--- src/hdl/sab_pkg.sv ---
// Shared types, constants and the channel blend function for the sprite alpha blitter.
// Used by the channel interfaces, the register block and the top level. No dependencies.
package sab_pkg;

  localparam int ADDR_W     = 16;
  localparam int PIX_W      = 32;
  localparam int DIM_W      = 9;
  localparam int HALF_W     = 8;
  localparam int POS_W      = 11;
  localparam int SPR_W      = 8;
  localparam int CMD_W      = 2;
  localparam int APB_ADDR_W = 5;
  localparam int APB_DATA_W = 32;

  localparam int DEF_MAX_CANVAS_WIDTH  = 256;
  localparam int DEF_MAX_CANVAS_HEIGHT = 256;
  localparam int DEF_MAX_SPRITE_HALF   = 128;

  localparam logic [CMD_W-1:0] CMD_WRITE = 2'd0;
  localparam logic [CMD_W-1:0] CMD_READ  = 2'd1;
  localparam logic [CMD_W-1:0] CMD_BLEND = 2'd2;

  localparam logic [2:0] REG_CANVAS_WIDTH  = 3'd0;
  localparam logic [2:0] REG_CANVAS_HEIGHT = 3'd1;
  localparam logic [2:0] REG_HALF_WIDTH    = 3'd2;
  localparam logic [2:0] REG_HALF_HEIGHT   = 3'd3;
  localparam logic [2:0] REG_CENTER_X      = 3'd4;
  localparam logic [2:0] REG_CENTER_Y      = 3'd5;

  localparam logic [DIM_W-1:0]  RST_CANVAS_WIDTH  = 9'd256;
  localparam logic [DIM_W-1:0]  RST_CANVAS_HEIGHT = 9'd256;
  localparam logic [HALF_W-1:0] RST_HALF_WIDTH    = 8'd70;
  localparam logic [HALF_W-1:0] RST_HALF_HEIGHT   = 8'd28;

  typedef struct packed {
    logic [DIM_W-1:0]  frame_width;
    logic [DIM_W-1:0]  frame_height;
    logic [HALF_W-1:0] sprite_half_width;
    logic [HALF_W-1:0] sprite_half_height;
    logic [POS_W-1:0]  sprite_center_x;
    logic [POS_W-1:0]  sprite_center_y;
  } sab_cfg_t;

  // (s*a + d*(255-a)) / 255, truncated. The sum is at most 65025, where
  // (m + (m >> 8) + 1) >> 8 equals m / 255 exactly.
  function automatic logic [7:0] mix_chan(logic [7:0] s, logic [7:0] d, logic [7:0] a);
    logic [15:0] m;
    logic [15:0] q;
    m = ({8'd0, s} * {8'd0, a}) + ({8'd0, d} * {8'd0, 8'hFF - a});
    q = m + (m >> 8) + 16'd1;
    return q[15:8];
  endfunction

endpackage

--- src/hdl/sab_apb_regs.sv ---
// APB configuration registers of the sprite alpha blitter: canvas size, sprite
// half size and sprite center. Depends on sab_pkg.
module sab_apb_regs import sab_pkg::*; (
  input  logic                  clk,
  input  logic                  rst,
  input  logic                  psel,
  input  logic                  penable,
  input  logic                  pwrite,
  input  logic [APB_ADDR_W-1:0] paddr,
  input  logic [APB_DATA_W-1:0] pwdata,
  output logic [APB_DATA_W-1:0] prdata,
  output logic                  pready,
  output sab_cfg_t              cfg
);

  logic       wr_en;
  logic [2:0] reg_idx;

  assign pready  = 1'b1;
  assign reg_idx = paddr[APB_ADDR_W-1:2];
  assign wr_en   = psel && penable && pwrite && pready;

  always_ff @(posedge clk) begin
    if (rst) begin
      cfg.frame_width        <= RST_CANVAS_WIDTH;
      cfg.frame_height       <= RST_CANVAS_HEIGHT;
      cfg.sprite_half_width  <= RST_HALF_WIDTH;
      cfg.sprite_half_height <= RST_HALF_HEIGHT;
      cfg.sprite_center_x    <= '0;
      cfg.sprite_center_y    <= '0;
    end else if (wr_en) begin
      case (reg_idx)
        REG_CANVAS_WIDTH:  cfg.frame_width        <= pwdata[DIM_W-1:0];
        REG_CANVAS_HEIGHT: cfg.frame_height       <= pwdata[DIM_W-1:0];
        REG_HALF_WIDTH:    cfg.sprite_half_width  <= pwdata[HALF_W-1:0];
        REG_HALF_HEIGHT:   cfg.sprite_half_height <= pwdata[HALF_W-1:0];
        REG_CENTER_X:      cfg.sprite_center_x    <= pwdata[POS_W-1:0];
        REG_CENTER_Y:      cfg.sprite_center_y    <= pwdata[POS_W-1:0];
        default: ;
      endcase
    end
  end

  always_comb begin
    case (reg_idx)
      REG_CANVAS_WIDTH:  prdata = {{(APB_DATA_W-DIM_W){1'b0}}, cfg.frame_width};
      REG_CANVAS_HEIGHT: prdata = {{(APB_DATA_W-DIM_W){1'b0}}, cfg.frame_height};
      REG_HALF_WIDTH:    prdata = {{(APB_DATA_W-HALF_W){1'b0}}, cfg.sprite_half_width};
      REG_HALF_HEIGHT:   prdata = {{(APB_DATA_W-HALF_W){1'b0}}, cfg.sprite_half_height};
      REG_CENTER_X:      prdata = {{(APB_DATA_W-POS_W){1'b0}}, cfg.sprite_center_x};
      REG_CENTER_Y:      prdata = {{(APB_DATA_W-POS_W){1'b0}}, cfg.sprite_center_y};
      default:           prdata = '0;
    endcase
  end

endmodule

--- config.mk ---
export PLATFORM = sky130hd
export DESIGN_NAME = sab_apb_regs
export DESIGN_NICKNAME = d
export VERILOG_FILES = /design/src/hdl/sab_pkg.sv /design/src/hdl/sab_apb_regs.sv
export SDC_FILE = /design/constraint.sdc
export NUM_CORES = 1
export LEC_CHECK = 0
export BUFFER_PORTS_ARGS = -buffer_cell sky130_fd_sc_hd__buf_2
export CAP_MARGIN = 20
export CORE_ASPECT_RATIO = 0.8
export CORE_MARGIN = 4
export CORE_UTILIZATION = 47
export CTS_CLUSTER_SIZE = 16
export DETAILED_ROUTE_END_ITERATION = 7
export PLACE_DENSITY = 0.8
export RECOVER_POWER = 50
export SLEW_MARGIN = 30
export SYNTH_ARGS = -nofsm -noshare
export SYNTH_HDL_FRONTEND = slang
export SYNTH_SLANG_ARGS = --single-unit
export TNS_END_PERCENT = 20
--- constraint.sdc ---
create_clock -name clk -period 1.4 [get_ports clk]
set_clock_uncertainty 0.2 [all_clocks]
set_input_delay 0.14 -clock clk [delete_from_list [all_inputs] [get_ports clk]]
set_output_delay 0.14 -clock clk [all_outputs]
set_load 0.02 [all_outputs]
==> impl_metrics.csv <==
group,metric,value,unit
pwr,total_power,0.00316,W
run_status,violations,"negative setup slack",
run_status,status,"finished, violations left",
yosys,synth_edf_count,0,
critical_path,endpoint,"prdata[8]",
critical_path,crit_slowest_cell,"mux4_2",
grt,grt_pass1_vias,2799,
layout,fin_util,63.5,%
critical_path,crit_path_max_fanout,2,
clock_tree,insertion_delay,320,ps
timing,finalHoldViolCount,0,
grt,grt_max_degree,37,
pwr,power.leakage,1.69,nW
timing,finalSetupViolCount,20,
layout,reg_top3,"cfg (56)",
placement,place.gp.congestion,0.878,
clock_tree,cts-root-buf,"clkbuf_8",
grt,grt_overflow_total,0,
floorplan,dieArea,0.00757,mm²
critical_path,worst_path_largest_cell_delay,470,ps
route,postRouteAntennaNets,0,
yosys,yosysWarningCount,0,
yosys,async_reset_ff_share,0,%
route,dr.pass1.iters,5,
yosys,synthFlopType,"dfxtp_1",
route,dr_total_vias,2870,
yosys,syn_area,0.00293,mm²
grt,grt_first_pass_wirelength,14.0,mm
clock_tree,cts_tree,"built",
route,post_drt_via_cell_ratio,5.48,
grt,antenna_found_initial,0,
critical_path,r2r.worst_path.cells,3,
grt,grtUsageTotal,23.7,%
clock_tree,htreeDepth,2,
critical_path,worstPathRequired,1060,ps
critical_path,criticalPathCategory,"reg -> out",
critical_path,startpoint,"cfg[8]",
route,wl,8.81,mm
yosys,yosysSeqAreaShare,38.3,%
floorplan,die_x,96.3,µm
placement,dp_hpwl,6.35,mm
run,cap_violations,0,
timing,rsz0062_at_grt,"true",
timing,slew_violations,0,
layout,syn_to_final_growth,29.4,%
clock_tree,clk_path_buf_depth,2,
layout,drive_gt1_share,31.6,%
timing,fmax,576,MHz
timing,worst_pin_slew,540,ps
timing,fin_setup_tns,-3100,ps
yosys,synthCells,330,
yosys,syn_area_per_cell,8.88,µm²
layout,antenna_cells,0,
layout,top_register,"cfg",
yosys,ys_types,29,
clock_tree,cts.sinks,56,
floorplan,placementRows,25,
floorplan,initial_core_util,49.0,%
timing,fin_ws,-335,ps
critical_path,cp_cell_sequence,"mux4_2 -> nor2b_4 -> buf_6",
pwr,peakVddDrop,0.000443,V
yosys,ys_seq_elements,56,
critical_path,r2r_start,"cfg[8]",
layout,largest_register_ffs,56,
critical_path,cp-end-kind,"primary output",
route,drt_first_iter_violations,152,
route,drc,0,
floorplan,die_y,78.6,µm
critical_path,r2r_slack,420,ps
min_path,hp-class,"in -> reg",
placement,io_buffers,85,
timing,fin_crit,1740,ps
critical_path,start_kind,"flop",
pwr,power_density,834,mW/mm²
timing,relSlewSlack,63.9,%
floorplan,io_pins,131,
floorplan,core,0.00597,mm²
clock_tree,cts_buffers,5,
critical_path,worstReg2RegEnd,"cfg[8]",
timing,post-route-period-util,124,%
timing,hold-worst-slack,42.6,ps
clock_tree,post_cts_buffers,0,
layout,nNetsFinal,484,
clock_tree,path_clk_slew,110,ps
route,wl_per_cell,16.8,µm
critical_path,cp.arrival,1400,ps
layout,nFillCells,522,
## synth_stat cells (5+ instances only)
master    count  area [µm²]
dfxtp_1      56        1120
mux2i_1      38         380
a21oi_1      34         170
nand3_1      34         170
buf_4        33         248
o21ai_0      31         155
nand2b_1     26         163
nor2_1       18        67.6
mux2_2        8        90.1
buf_2         7        35.0
clkbuf_1      6        22.5
nor2b_1       5        31.3
## critical path: cells and delay by family, from the launching register on
kind | cells | cell delay [ps]
buffers and inverters | 1 | 120
and+or+nand+nor | 1 | 140
muxes | 1 | 470
DFF | 1 | 340
## cells by family (layout without fill, tap and decap cells)
logic type | count (synthesis) | in the layout | share of synthesized area (%)
muxes | 47 | 47 | 16.8
other | 2 | 22 | 0.256
DFF | 56 | 56 | 38.3
buffers and inverters | 49 | 142 | 11.3
AOI/OAI and AO/OA | 80 | 80 | 14.9
and+or+nand+nor | 96 | 96 | 18.5
## placed cells by master (no fill, tap or decap), drive strengths merged
cell,netlist,layout
a21oi,34,34
a22oi,2,2
a2bb2oi,2,2
and4,1,1
and4b,3,3
buf,43,97
bufinv,0,1
clkbuf,6,31
clkinv,0,1
clkinvlp,0,1
conb,2,22
dfxtp,56,56
dlygate4sd3,0,11
mux2,8,8
mux2i,38,38
mux4,1,1
nand2,6,6
nand2b,26,26
nand3,34,34
nand4,1,1
nand4b,1,1
nor2,19,19
nor2b,5,5
o21a,2,2
o21ai,34,34
o221ai,4,4
o22ai,2,2
## area by class of cell
cell class	count	area, µm²	share of cell area (%)
Multi-Input combinational cell	245	1580	41.7
Sequential cell	56	1140	30.0
Timing Repair Buffer	134	862	22.7
Tap cell	81	101	2.67
Clock buffer	5	68.8	1.82
Clock inverter	3	42.5	1.12
## through the flow
| step | instance area [µm²] | setup slack (ps) | instances |
|---|---|---|---|
| 2_1_floorplan | 3000 | -94.7 | 350 |
| 3_3_place_gp | 3580 | -124 | 505 |
| 3_5_place_dp | 3580 | -178 | 505 |
| 4_1_cts | 3850 | -336 | 524 |
| 5_1_grt | 3790 | -373 | 524 |
| 6_report | 3790 | -335 | 524 |
## where the power goes
part | internal, W | leakage, nW | switching [W]
sequential | 0.00160 | 0.458 | 0.00000918
combinational | 0.000176 | 1.18 | 0.000284
clock | 0.000531 | 0.0541 | 0.000559
## timing repair
item                       CTS  global route
gates resized for setup     17             8
cloned                       0             0
hold endpoints to repair    54             0
setup endpoints to repair    9            11
hold buffers                11             0
## how the worst min path moves through the flow
| stage | start | to | slack [ps] | cells after the start |
|---|---|---|---|---|
| floorplan | pwdata[0] | cfg[0] | 90 | 2 |
| global placement | pwdata[9] | cfg[20] | 210 | 3 |
| detailed placement | pwdata[9] | cfg[9] | 220 | 3 |
| CTS | rst | cfg[18] | 40 | 3 |
| global route | rst | cfg[10] | 50 | 3 |
| finish | rst | cfg[9] | 40 | 3 |
## layer usage
| layer | routed length [µm] | up-vias | share of wire (%) | global-route usage, % |
|---|---|---|---|---|
| li1 | - | 1348 | - | - |
| met4 | 175 | 0 | 2.0 | 7.95 |
| met2 | 4350 | 144 | 49 | 38.5 |
| met5 | 0 | - | 0 | 0 |
| met3 | 839 | 21 | 9.5 | 6.42 |
| met1 | 3440 | 1357 | 39 | 29.9 |
(Power assumes the default switching activity.)
